$ cat config.mk
export PLATFORM = sky130hd
export DESIGN_NAME = utf8_to_legacy_text_folder_flat
export DESIGN_NICKNAME = d
export VERILOG_FILES = /design/src/design/u2lt_pkg.sv /design/src/design/u2lt_if.sv /design/src/design/u2lt_queue.sv /design/src/design/u2lt_front.sv /design/src/design/u2lt_back.sv /design/src/design/utf8_to_legacy_text_folder.sv /design/src/flat_wrapper.sv
export SDC_FILE = /design/constraint.sdc
export NUM_CORES = 1
export LEC_CHECK = 0
export BUFFER_PORTS_ARGS = -buffer_cell sky130_fd_sc_hd__buf_2
export CAP_MARGIN = 30
export CORE_MARGIN = 2
export CORE_UTILIZATION = 60
export DETAILED_ROUTE_END_ITERATION = 8
export MAX_ROUTING_LAYER = met4
export PLACE_DENSITY_LB_ADDON = 0.3
export SLEW_MARGIN = 20
export SYNTH_ARGS = -nofsm -noshare
export SYNTH_HDL_FRONTEND = slang
export SYNTH_SLANG_ARGS = --single-unit
$ cat constraint.sdc
create_clock -name clk -period 4.75 [get_ports clk]
set_input_delay 0.475 -clock clk [delete_from_list [all_inputs] [get_ports clk]]
set_output_delay 0.475 -clock clk [all_outputs]
set_load 0.02 [all_outputs]
$ cat src/design/u2lt_pkg.sv
package u2lt_pkg;

  // Configuration register indexes
  localparam logic CfgTextMode = 1'b0;
  localparam logic CfgMaskKey  = 1'b1;

  localparam logic [7:0] MaskKeyReset = 8'h77;
  localparam int         QueueDepth   = 4;

  localparam logic [20:0] FullwidthOffset = 21'h00FEE0;
  localparam logic [20:0] FullwidthFirst  = 21'h00FF01;
  localparam logic [20:0] FullwidthLast   = 21'h00FF5E;
  localparam logic [7:0]  Unknown         = 8'h3F;

  // One queued job: up to three text bytes plus an optional terminator,
  // all bytes already masked.
  typedef struct packed {
    logic [2:0][7:0] data;
    logic [1:0]      nb;
    logic            term;
    logic [7:0]      term_byte;
  } job_t;

  typedef struct packed {
    logic       text_mode;
    logic [7:0] mask_key;
  } cfg_t;

  typedef struct packed {
    logic [2:0][7:0] data;
    logic [1:0]      cnt;
  } fold_t;

  function automatic fold_t fold_cp(input logic [20:0] cp);
    fold_t r;
    r.data = '0;
    r.cnt  = 2'd1;
    unique case (cp)
      21'h2018, 21'h2019: r.data[0] = 8'h27;
      21'h201C, 21'h201D: r.data[0] = 8'h22;
      21'h2013: r.data[0] = 8'h2D;
      21'h2014: begin
        r.data[0] = 8'h2D; r.data[1] = 8'h2D; r.cnt = 2'd2;
      end
      21'h2026: begin
        r.data[0] = 8'h2E; r.data[1] = 8'h2E; r.data[2] = 8'h2E; r.cnt = 2'd3;
      end
      21'h3000: begin
        r.data[0] = 8'h81; r.data[1] = 8'h40; r.cnt = 2'd2;
      end
      21'h00A0: r.data[0] = 8'h20;
      21'h00D7: begin
        r.data[0] = 8'h81; r.data[1] = 8'h7E; r.cnt = 2'd2;
      end
      21'h2190: begin
        r.data[0] = 8'h81; r.data[1] = 8'hA9; r.cnt = 2'd2;
      end
      21'h2191: begin
        r.data[0] = 8'h81; r.data[1] = 8'hAA; r.cnt = 2'd2;
      end
      21'h2192: begin
        r.data[0] = 8'h81; r.data[1] = 8'hA8; r.cnt = 2'd2;
      end
      21'h2193: begin
        r.data[0] = 8'h81; r.data[1] = 8'hAB; r.cnt = 2'd2;
      end
      21'h2605: begin
        r.data[0] = 8'h81; r.data[1] = 8'h9A; r.cnt = 2'd2;
      end
      21'h2606: begin
        r.data[0] = 8'h81; r.data[1] = 8'h99; r.cnt = 2'd2;
      end
      21'h266A: begin
        r.data[0] = 8'h81; r.data[1] = 8'hF4; r.cnt = 2'd2;
      end
      21'h30FB: begin
        r.data[0] = 8'h81; r.data[1] = 8'h45; r.cnt = 2'd2;
      end
      default: begin
        if (cp >= FullwidthFirst && cp <= FullwidthLast) begin
          r.data[0] = 8'(cp - FullwidthOffset);
        end else begin
          r.data[0] = Unknown;
        end
      end
    endcase
    return r;
  endfunction

endpackage

$ cat src/design/u2lt_if.sv
interface u2lt_in_if;
  logic       valid;
  logic       ready;
  logic [7:0] in_byte;
  logic       last_byte;

  modport source (output valid, in_byte, last_byte, input ready);
  modport sink   (input valid, in_byte, last_byte, output ready);
endinterface

interface u2lt_out_if;
  logic       valid;
  logic       ready;
  logic [7:0] out_byte;
  logic       run_end;
  logic       is_terminator;

  modport source (output valid, out_byte, run_end, is_terminator, input ready);
  modport sink   (input valid, out_byte, run_end, is_terminator, output ready);
endinterface

$ cat src/design/u2lt_queue.sv
module u2lt_queue #(
  parameter int Depth = u2lt_pkg::QueueDepth
) (
  input  logic           clk,
  input  logic           rst,
  input  logic           push,
  input  u2lt_pkg::job_t push_job,
  output logic           full,
  input  logic           pop,
  output u2lt_pkg::job_t head_job,
  output logic           empty
);
  localparam int AddrW = (Depth > 1) ? $clog2(Depth) : 1;
  localparam int CntW  = $clog2(Depth + 1);
  localparam logic [AddrW-1:0] LastAddr = AddrW'(Depth - 1);
  localparam logic [CntW-1:0]  DepthCnt = CntW'(Depth);

  u2lt_pkg::job_t   jobs [Depth];
  logic [AddrW-1:0] wr_ptr;
  logic [AddrW-1:0] rd_ptr;
  logic [CntW-1:0]  count;
  logic             do_push;
  logic             do_pop;

  assign full     = (count == DepthCnt);
  assign empty    = (count == '0);
  assign do_push  = push && !full;
  assign do_pop   = pop && !empty;
  assign head_job = jobs[rd_ptr];

  always_ff @(posedge clk) begin
    if (do_push) begin
      jobs[wr_ptr] <= push_job;
    end
  end

  always_ff @(posedge clk) begin
    if (rst) begin
      wr_ptr <= '0;
      rd_ptr <= '0;
      count  <= '0;
    end else begin
      if (do_push) begin
        wr_ptr <= (wr_ptr == LastAddr) ? '0 : wr_ptr + 1'b1;
      end
      if (do_pop) begin
        rd_ptr <= (rd_ptr == LastAddr) ? '0 : rd_ptr + 1'b1;
      end
      if (do_push && !do_pop) begin
        count <= count + 1'b1;
      end else if (do_pop && !do_push) begin
        count <= count - 1'b1;
      end
    end
  end
endmodule

$ cat src/design/u2lt_front.sv
module u2lt_front (
  input  logic           clk,
  input  logic           rst,
  input  u2lt_pkg::cfg_t cfg,
  u2lt_in_if.sink        utf8,
  input  logic           queue_full,
  output logic           push,
  output u2lt_pkg::job_t push_job
);
  logic [1:0]      bytes_pending;
  logic [1:0]      bytes_pending_next;
  logic [20:0]     code_accum;
  logic [20:0]     code_accum_next;
  logic [7:0]      c;
  logic            last;
  logic [20:0]     accum_shift;
  logic [1:0]      pend_dec;
  logic [20:0]     lead_bits;
  logic [1:0]      lead_pend;
  logic            lead_ok;
  logic [20:0]     fold_arg;
  u2lt_pkg::fold_t folded;
  logic [2:0][7:0] raw;
  logic [1:0]      nb;
  logic [7:0]      key;
  logic            accept;

  assign c           = utf8.in_byte;
  assign last        = utf8.last_byte;
  assign utf8.ready  = !queue_full;
  assign accept      = utf8.valid && !queue_full;
  assign accum_shift = {code_accum[14:0], c[5:0]};
  assign pend_dec    = bytes_pending - 2'd1;
  assign key         = cfg.text_mode ? cfg.mask_key : 8'h00;

  // Lead byte length decode
  always_comb begin
    lead_bits = '0;
    lead_pend = 2'd0;
    lead_ok   = 1'b1;
    priority if (c[7:5] == 3'b110) begin
      lead_bits = {16'b0, c[4:0]};
      lead_pend = 2'd1;
    end else if (c[7:4] == 4'b1110) begin
      lead_bits = {17'b0, c[3:0]};
      lead_pend = 2'd2;
    end else if (c[7:3] == 5'b11110) begin
      lead_bits = {18'b0, c[2:0]};
      lead_pend = 2'd3;
    end else begin
      lead_ok = 1'b0;
    end
  end

  assign fold_arg = (bytes_pending != 2'd0) ? accum_shift : lead_bits;
  assign folded   = u2lt_pkg::fold_cp(fold_arg);

  always_comb begin
    bytes_pending_next = bytes_pending;
    code_accum_next    = code_accum;
    raw                = '0;
    nb                 = 2'd0;
    if (!cfg.text_mode) begin
      bytes_pending_next = 2'd0;
      code_accum_next    = '0;
      raw[0]             = c;
      nb                 = 2'd1;
    end else if (bytes_pending != 2'd0) begin
      code_accum_next    = accum_shift;
      bytes_pending_next = pend_dec;
      if (pend_dec == 2'd0 || last) begin
        raw = folded.data;
        nb  = folded.cnt;
      end
    end else if (!c[7]) begin
      raw[0] = c;
      nb     = 2'd1;
    end else if (!lead_ok) begin
      raw[0] = u2lt_pkg::Unknown;
      nb     = 2'd1;
    end else begin
      code_accum_next    = lead_bits;
      bytes_pending_next = lead_pend;
      if (last) begin
        raw = folded.data;
        nb  = folded.cnt;
      end
    end
    if (last) begin
      bytes_pending_next = 2'd0;
      code_accum_next    = '0;
    end
  end

  always_comb begin
    for (int i = 0; i < 3; i++) begin
      push_job.data[i] = raw[i] ^ key;
    end
    push_job.nb        = nb;
    push_job.term      = last;
    push_job.term_byte = key;
  end

  // Drop mid-sequence bytes that give nothing
  assign push = accept && (nb != 2'd0 || last);

  always_ff @(posedge clk) begin
    if (rst) begin
      bytes_pending <= 2'd0;
      code_accum    <= '0;
    end else if (accept) begin
      bytes_pending <= bytes_pending_next;
      code_accum    <= code_accum_next;
    end
  end
endmodule

$ cat src/design/u2lt_back.sv
module u2lt_back (
  input  logic           clk,
  input  logic           rst,
  input  logic           head_valid,
  input  u2lt_pkg::job_t head_job,
  output logic           pop,
  u2lt_out_if.source     legacy
);
  logic       out_valid;
  logic [7:0] out_byte;
  logic       run_end;
  logic       is_terminator;
  logic [1:0] idx;
  logic [2:0] total;
  logic       final_res;
  logic       is_data;
  logic [7:0] data_sel;
  logic       advance;

  assign total     = {1'b0, head_job.nb} + {2'b00, head_job.term};
  assign final_res = ({1'b0, idx} == total - 3'd1);
  assign is_data   = (idx < head_job.nb);
  assign advance   = head_valid && (!out_valid || legacy.ready);
  assign pop       = advance && final_res;

  always_comb begin
    unique case (idx)
      2'd0:    data_sel = head_job.data[0];
      2'd1:    data_sel = head_job.data[1];
      2'd2:    data_sel = head_job.data[2];
      default: data_sel = head_job.term_byte;
    endcase
  end

  always_ff @(posedge clk) begin
    if (rst) begin
      out_valid <= 1'b0;
      idx       <= 2'd0;
    end else begin
      if (advance) begin
        out_valid <= 1'b1;
        idx       <= final_res ? 2'd0 : idx + 2'd1;
      end else if (legacy.ready) begin
        out_valid <= 1'b0;
      end
    end
  end

  always_ff @(posedge clk) begin
    if (advance) begin
      out_byte      <= is_data ? data_sel : head_job.term_byte;
      run_end       <= final_res;
      is_terminator <= !is_data;
    end
  end

  assign legacy.valid         = out_valid;
  assign legacy.out_byte      = out_byte;
  assign legacy.run_end       = run_end;
  assign legacy.is_terminator = is_terminator;
endmodule

$ cat src/design/utf8_to_legacy_text_folder.sv
// Path: an input transfer writes its job into the job queue, and the back then loads
//   the job's first result into the output register, from which it transfers.
// Throughput: one input byte per cycle while each byte gives one result; a byte that
//   gives several results holds the output for one transfer per result, and the job queue (QueueDepth
//   entries) absorbs the burst before the input stalls. The output port sets the rate.
// Reset (rst, synchronous, active high): empties the queue, drops any partial sequence,
//   sets text_mode to 1 and mask_key to 0x77.
module utf8_to_legacy_text_folder #(
  parameter int QueueDepth = u2lt_pkg::QueueDepth
) (
  input  logic       clk,
  input  logic       rst,
  input  logic       cfg_we,
  input  logic       cfg_index,
  input  logic [7:0] cfg_data,
  u2lt_in_if.sink    utf8,
  u2lt_out_if.source legacy
);
  // Configuration registers; the user must write them only while the block is idle, which the block leaves unchecked.
  u2lt_pkg::cfg_t cfg;

  // Queue between front (decode and fold) and back (serialize results).
  logic           push;
  u2lt_pkg::job_t push_job;
  logic           queue_full;
  logic           pop;
  u2lt_pkg::job_t head_job;
  logic           queue_empty;

  always_ff @(posedge clk) begin
    if (rst) begin
      cfg.text_mode <= 1'b1;
      cfg.mask_key  <= u2lt_pkg::MaskKeyReset;
    end else if (cfg_we) begin
      unique case (cfg_index)
        u2lt_pkg::CfgTextMode: cfg.text_mode <= cfg_data[0];
        u2lt_pkg::CfgMaskKey:  cfg.mask_key  <= cfg_data;
      endcase
    end
  end

  // Front: take one byte per transfer; in text mode, track the pending sequence, fold a
  // finished code point and mask it. Each byte that yields output becomes one job.
  u2lt_front front (
    .clk        (clk),
    .rst        (rst),
    .cfg        (cfg),
    .utf8       (utf8),
    .queue_full (queue_full),
    .push       (push),
    .push_job   (push_job)
  );

  // Hold jobs so the front keeps taking bytes while the back drains an expansion.
  u2lt_queue #(
    .Depth (QueueDepth)
  ) queue (
    .clk      (clk),
    .rst      (rst),
    .push     (push),
    .push_job (push_job),
    .full     (queue_full),
    .pop      (pop),
    .head_job (head_job),
    .empty    (queue_empty)
  );

  // Back: emit a job's bytes one per transfer, then the terminator if any;
  // flag run_end on the final one and release the job.
  u2lt_back back (
    .clk        (clk),
    .rst        (rst),
    .head_valid (!queue_empty),
    .head_job   (head_job),
    .pop        (pop),
    .legacy     (legacy)
  );
endmodule

$ cat src/flat_wrapper.sv
// flat-port wrapper written by rule: the top's interface ports become plain ports
module utf8_to_legacy_text_folder_flat 
#(
  parameter int QueueDepth = u2lt_pkg::QueueDepth
)
  (clk, rst, cfg_we, cfg_index, cfg_data, utf8_valid, utf8_in_byte, utf8_last_byte, utf8_ready, legacy_valid, legacy_out_byte, legacy_run_end, legacy_is_terminator, legacy_ready);
  u2lt_in_if utf8_i ();
  u2lt_out_if legacy_i ();
  input  logic clk;
  input  logic rst;
  input  logic cfg_we;
  input  logic cfg_index;
  input  logic [7:0] cfg_data;
  input wire logic [$bits(utf8_i.valid)-1:0] utf8_valid;
  input wire logic [$bits(utf8_i.in_byte)-1:0] utf8_in_byte;
  input wire logic [$bits(utf8_i.last_byte)-1:0] utf8_last_byte;
  output wire logic [$bits(utf8_i.ready)-1:0] utf8_ready;
  output wire logic [$bits(legacy_i.valid)-1:0] legacy_valid;
  output wire logic [$bits(legacy_i.out_byte)-1:0] legacy_out_byte;
  output wire logic [$bits(legacy_i.run_end)-1:0] legacy_run_end;
  output wire logic [$bits(legacy_i.is_terminator)-1:0] legacy_is_terminator;
  input wire logic [$bits(legacy_i.ready)-1:0] legacy_ready;
  assign utf8_i.valid = utf8_valid;
  assign utf8_i.in_byte = utf8_in_byte;
  assign utf8_i.last_byte = utf8_last_byte;
  assign utf8_ready = utf8_i.ready;
  assign legacy_valid = legacy_i.valid;
  assign legacy_out_byte = legacy_i.out_byte;
  assign legacy_run_end = legacy_i.run_end;
  assign legacy_is_terminator = legacy_i.is_terminator;
  assign legacy_i.ready = legacy_ready;
  utf8_to_legacy_text_folder #(.QueueDepth(QueueDepth)) u_core (.clk(clk), .rst(rst), .cfg_we(cfg_we), .cfg_index(cfg_index), .cfg_data(cfg_data), .utf8(utf8_i), .legacy(legacy_i));
endmodule
# [Word level (Yosys, flattened, before mapping)]
# Memories as Yosys holds them, arrays and structs flattened. A register that Yosys moved wholly into a read port is not among the register bits.
# Index checks and enable logic that the tools add are counted.
[classes] addsub=9 order_cmp=3 eq_ne=29 muxes=54 bitwise=4 n_reduce_logical=33
[op_table] operator="$eq A21 B14 Y1 const B" n=16
[op_table] operator="$pmux W8 S12" n=1
[op_table] operator="$mux W15" n=5
[op_table] operator="$mux W24" n=3
[op_table] operator="$mux W16" n=3
[op_table] operator="$mux W8" n=6
[op_table] operator="$pmux W8 S6" n=1
[op_table] operator="$eq A21 B8 Y1 const B" n=2
[op_table] operator="$mux W2" n=19
[op_table] operator="$pmux W8 S3" n=1
[op_table] operator="$xor A8 B8 Y8" n=3
[op_table] operator="$ge A21 B16 Y1 const B" n=1
[op_table] operator="$le A21 B16 Y1 const B" n=1
[op_table] operator="$mux W21" n=1
[op_table] operator="$reduce_or A11 Y1" n=1
[op_table] operator="$reduce_or A10 Y1" n=1
[op_table] operator="$logic_and A1 B1 Y1" n=9
[op_table] operator="$mux W3" n=3
[op_table] operator="$ne A4 B4 Y1 const B" n=2
[op_table] operator="$reduce_bool A2 Y1" n=4
[op_table] operator="$sub A8 B8 Y8 const B" n=1
[op_table] operator="$mux W1" n=7
[op_table] operator="$add A2 B1 Y2 const B" n=3
[op_table] operator="$eq A2 B2 Y1 const B" n=3
[op_table] operator="other kinds (22)" n=35
[word_totals] regBits=46 ramBits=140 inputBits=23 output_inout_bits=12 elab_cells=145 memories=1
[memory_table] name="u_core.queue.jobs" words=4 width=35 rd=1 rd_clocked_by_memory_dff=1 write_ports=1 line="u2lt_queue.sv:18" source="u2lt_pkg::job_t jobs [Depth];"

# [Depth between registers and ports, before layout]
[depth] ltp_word=21 ltp_mapped=15 mapped_depth_nobuf=13

# [Cells and area by module]
# Synthesis repeated with hierarchy kept, for this count alone.
[hier_totals] cells_unflattened=758 area_unflattened_um2=9387.8
[modules_own_cells] mod="u2lt_queue" instances=1 cells_per_inst=233 area_each_um2=5536.6 seq_area_each_um2=4384.2
[modules_own_cells] mod="u2lt_front" instances=1 cells_per_inst=420 area_each_um2=2691.3 seq_area_each_um2=340.3
[modules_own_cells] mod="u2lt_back" instances=1 cells_per_inst=69 area_each_um2=800.8 seq_area_each_um2=360.3
[modules_own_cells] mod="utf8_to_legacy_text_folder" instances=1 cells_per_inst=36 area_each_um2=359.1 seq_area_each_um2=180.2

# [Worst setup path after synthesis]
# Ideal clock, no wire load.
[synth_timing] kind="register to register" start="register (tool-made name)" end="register u_core.queue.count[2]" setup_time_ps=70 t_arrival_ps=3984 t_required_ps=4680 slack_ps=696 path_stages_with_launch=16 n_path_buf=2 synth_period_minus_slack_ps=4054 path_cell_list="dfxtp_1 > buf_1 > clkbuf_1 > mux4_2 > inv_1 > ha_1 > ha_1 > xnor2_1 > nor3_1 > nand2_1 > ha_1 > inv_1 > fa_1 > xor2_1 > or3_1 > a21oi_1"
[synth_rtl] element="end signal, assigned" line="u2lt_queue.sv:50" source="count <= count + 1'b1;"
[synth_rtl] element="end signal, assigned" line="u2lt_queue.sv:52" source="count <= count - 1'b1;"
[synth_rtl] element="end, declared" line="u2lt_queue.sv:21" source="logic [CntW-1:0] count;"

# [Worst setup path in the final report]
[layout_timing] start="register u_core.front.bytes_pending[1]" end="register u_core.queue.count[2]"
[layout_between] elab_chain_len=17 elab_cells_between_ends=34 cone_classes="add/sub: 1; eq/ne: 12; mux: 9; reduce/logical: 12"
[layout_rtl] element="start, declared" line="u2lt_front.sv:10" source="logic [1:0] bytes_pending;"
[layout_rtl] element="start signal, assigned" line="u2lt_front.sv:112" source="bytes_pending <= bytes_pending_next;"
[layout_rtl] element="$reduce_bool A2 Y1" line="u2lt_front.sv:55, u2lt_front.sv:68"
[layout_rtl] element="$mux W21" line="u2lt_front.sv:55" source="assign fold_arg = (bytes_pending != 2'd0) ? accum_shift : lead_bits;"
[layout_rtl] element="$eq A21 B14 Y1 / $eq A21 B8 Y1 (equally long branches)" line="u2lt_pkg.sv:38" source="unique case (cp)"
[layout_rtl] element="$reduce_or A11 Y1 (no line)"
[layout_rtl] element="$pmux W2 S2" line="u2lt_pkg.sv:38"
[layout_rtl] element="$mux W2" line="u2lt_front.sv:84" source="if (last) begin"
[layout_rtl] element="$mux W2" line="u2lt_front.sv:78" source="end else if (!lead_ok) begin"
[layout_rtl] element="$mux W2" line="u2lt_front.sv:75" source="end else if (!c[7]) begin"
[layout_rtl] element="[2 not listed]"
[layout_rtl] element="$reduce_bool A2 Y1 (*)" line="u2lt_front.sv:105" source="assign push = accept && (nb != 2'd0 || last);"
[layout_rtl] element="$logic_or A1 B1 Y1 (*)" line="u2lt_front.sv:105"
[layout_rtl] element="$logic_and A1 B1 Y1 (*)" line="u2lt_front.sv:105"
[layout_rtl] element="$logic_and A1 B1 Y1 (*)" line="u2lt_queue.sv:27" source="assign do_push = push && !full;"
[layout_rtl] element="via u_core.queue.do_push" line="u2lt_queue.sv:22" source="logic do_push;"
[layout_rtl] element="$logic_not A1 Y1" line="u2lt_queue.sv:51" source="end else if (do_pop && !do_push) begin"
[layout_rtl] element="$logic_and A1 B1 Y1" line="u2lt_queue.sv:51"
[layout_rtl] element="$reduce_bool A2 Y1 (no line)"
# Mark *: on every way through the listed nets, which the timed path passes. The rest lies on a longest branch.
# A chain may end at the register's enable or synchronous reset.

==> impl_results.md <==
- Syn. warnings: 0
- Leakage power: 3.241 nW
- Post-CTS setup buffers: 0
- Slew @ Worst Pin: 0.9701 ns
- Num rows: 43
- Critical path data required time: 5.10 ns
- Core Area: 13720 um^2
- Post-synth EDFFs: 134
- IO Count: 35
- Yosys top cell area share: 0.4819
- Switching share of power: 0.3180
- Total CTS buffers: 17
- Area contributors post-synth: edfxtp_1 48%, dfxtp_1 9.1%, mux4_2 8.4%, nand2_1 2.7%, a21oi_1 2.5%
- Top cell type by total area after synthesis: edfxtp_1
- Fill cells: 1009
- DRT Pass-1 Iters: 5
- Slew Limit Headroom: 0.3473
- Post-CTS sizing: 0
- Crit path launch type: flop
- Final Total Pwr: 4.472 mW
- Setup TNS: 0 ns
- Fin worst setup slack: 0.8459 ns
- Vias: 5975
- Total power per unit cell area: 484.7 nW/um^2
- Post-synth top flop: edfxtp_1
- Detailed placement HPWL: 14970 um
- Share of cells above drive strength 1: 0.1669
- CTS Root Cell: clkbuf_16
- CP most frequent cell: nor3_1
- CP Max Fanout: 16
- Setup WS pre-CTS: 0.9247 ns
- VDD IR max: 0.2511 mV
- Yosys cell types: 68
- Post-synth ARST share: 0
- Total routed wirelength: 21480 um
- Worst Path Arrival: 4.26 ns
- Post-route minimum period: 3.904 ns
- Port Buffers: 34
- Status: complete, no violations
- Worst Setup End Kind: flop
- GP Congestion: 1.005
- Post-route ant nets: 0
- Final Skew: 0.008800 ns
- Global-route wire length before repair: 33180 um
- Clock latency on the worst-skew pair: 0.42 ns
- Final period util: 0.8219
- Worst-path cell chain: or2_1 > nand3_1 > or3_4 > nor3_1 > nor3_1 > a311o_1 > nand2_1 > ha_1 > inv_1 > fa_1 > xor2_1 > or3_1 > a21oi_1
- Logic pwr share: 0.272
- Clock network fraction of design power: 0.286
- Clock Sinks: 172
- Clock Path Buffers: 2
- TritonCTS clock tree: done
- Max Fclk: 0.2561 GHz
- Worst Hold Class: primary input to flop
- Via density: 6.602
- Die Y-Extent: 122.0 um
- Tot GR Track Use: 0.3142
- Clk pin slew, worst setup/hold paths: 0.07 ns
- Initial antenna violation count: 0
- Fin. Hold Viols: 0
- MaxCap Viol Count: 0
- Flop pwr share: 0.442
- Die ar.: 14880 um^2
- Nets: 752
- Cts hold-fix bufs: 0
- WS Path Type: flop to flop
- RSZ-0062 raised after global routing: false
- Max incr delay on CP: 0.63 ns
- Syn Area/Cell: 12.17 um^2
- Final Slew Violations: 0
- DRT iter0 DRCs: 687
- H-tree level count: 4
- Global route total overflow: 0
- Number of global-route vias before repair: 5912
- Largest net degree at the start of global routing: 38
- Sequential fraction of the synthesis area: 0.5730
- Routed length per instance: 23.73 um
- Initial Util: 0.6087
- Post-Syn Nets: 726
- Final setup violation count: 0
- Synthesis-to-layout area growth: 10.49%
- Residual DRC: 0
- N_diodes: 0
- Synth Register Bits: 172
- Post-Syn Instances: 686
- Post-synthesis cell area: 8351 um^2
- Die width: 122.0 um
- P_int: 3.050 mW
- Switch Pwr: 1.422 mW
- Crit path max-delay cell type: dfxtp_1
## state kept, by name (all words and copies together) (netlist names), named ones only
name	count
u_core.front.code_accum	15
u_core.back.legacy.valid	1
u_core.back.legacy.is_terminator	1
u_core.front.bytes_pending	2
u_core.queue.rd_ptr	2
u_core.queue.wr_ptr	2
u_core.cfg	9
u_core.back.idx	2
u_core.queue.jobs	124
u_core.queue.count	3
u_core.back.legacy.run_end	1
u_core.back.legacy.out_byte	8
## area by class of cell
| class | instances | area, um^2 | share of cell area |
|---|---|---|---|
| Multi-Input combinational cell | 453 | 3336 | 0.3615 |
| Clock inverter | 14 | 108.9 | 0.01180 |
| Clock buffer | 18 | 439.2 | 0.04760 |
| Inverter | 25 | 93.84 | 0.01017 |
| Timing Repair Buffer | 43 | 237.7 | 0.02577 |
| Sequential cell | 172 | 4786 | 0.5187 |
| Tap cell | 180 | 225.2 | 0.02441 |
## routing by layer
metal / part of all wire / vias up / GRT usage
met2: 0.50 / 266 / 0.5063
met5: 0 / - / -
li1: - / 2694 / -
met1: 0.41 / 2959 / 0.3997
met4: 0.034 / 0 / 0.1343
met3: 0.060 / 56 / 0.04775
## layout by cell type (no fill, tap or decap), types with 6 or more instances in the layout
| cell type | instances |
|---|---|
| nand3_1 | 17 |
| or3_1 | 9 |
| xnor2_1 | 11 |
| a211o_1 | 9 |
| nand2_1 | 61 |
| nand4_1 | 8 |
| ha_1 | 16 |
| nor2b_1 | 6 |
| a211oi_1 | 6 |
| dfxtp_1 | 37 |
| buf_4 | 9 |
| inv_1 | 25 |
| and3_1 | 12 |
| buf_2 | 34 |
| nand2b_1 | 8 |
| nor4_1 | 13 |
| clkbuf_16 | 17 |
| a22oi_1 | 9 |
| mux4_2 | 31 |
| nor3_1 | 21 |
| and2_1 | 12 |
| a21oi_1 | 42 |
| nor2_1 | 45 |
| o21ai_0 | 33 |
| edfxtp_1 | 134 |
## Yosys cell counts, drive strengths merged, types with 3 or more instances
cell type	count
or4	6
or2	7
a21o	3
xor2	4
edfxtp	134
o21a	4
a221oi	3
a211o	9
nor3	21
a211oi	6
dfxtp	38
a22oi	9
nand3	17
nor4	15
a222oi	5
nand2	61
and2	12
a21oi	42
nor2	45
nand4	8
mux4	31
buf	7
o21bai	3
nand2b	8
nor2b	6
nand3b	4
and3	12
o31ai	5
xnor2	11
inv	25
ha	16
or3	10
nor4b	3
clkbuf	29
o21ai	36
## metrics by stage
stage,std cells,area [um^2],hold WS (ns),util
floorplan,686,8351,0.4397,-
global placement,873,8678,0.4489,0.6326
detailed placement,873,8678,0.4642,0.6326
finish,905,9226,0.2874,0.6725
CTS,905,9226,0.2695,0.6725
global route,905,9226,0.2765,0.6725
## power groups by stage
stage	clock network, mW	logic, mW	registers (mW)
2_1_floorplan	0	0.802	2.04
3_3_place_gp	0	1.16	1.99
6_report	1.28	1.22	1.97
3_5_place_dp	0	1.21	2.01
5_1_grt	1.36	1.33	1.99
4_1_cts	1.30	1.22	1.98
## worst paths after layout
path | startpoint | end | slack (ns) | cells after the start
max reg2reg | u_core.front.bytes_pending[1]$_SDFFE_PP0P_ | u_core.queue.count[2]$_SDFFE_PP0P_ | 0.85 | 13
min | cfg_data[0] | u_core.cfg[8]$_SDFFE_PP1P_ | 0.29 | 2
max | u_core.front.bytes_pending[1]$_SDFFE_PP0P_ | u_core.queue.count[2]$_SDFFE_PP0P_ | 0.85 | 13
min reg2reg | u_core.back.legacy.valid$_SDFFE_PP0P_ | u_core.back.legacy.valid$_SDFFE_PP0P_ | 0.47 | 2
## kinds of logic after synthesis
family	Yosys count	share of synthesized area
adders and majority gates	17	0.02637
AOI/OAI and AO/OA	145	0.1155
xor gates and xnor gates	15	0.01573
muxes	33	0.08601
DFF	172	0.5730
buffers and inverters	61	0.02757
and+or+nand+nor	243	0.1558
## worst max-delay path, delay by kind of cell, from the launching register on
family / cells / cell delay [ns]
simple gates: 7 / 1.92
flops: 1 / 0.63
fa+ha+maj: 2 / 0.59
compound gates: 2 / 0.44
xor+xnor: 1 / 0.19
buf+inv: 1 / 0.06
No activity file was read; power rests on OpenSTA's default activity.
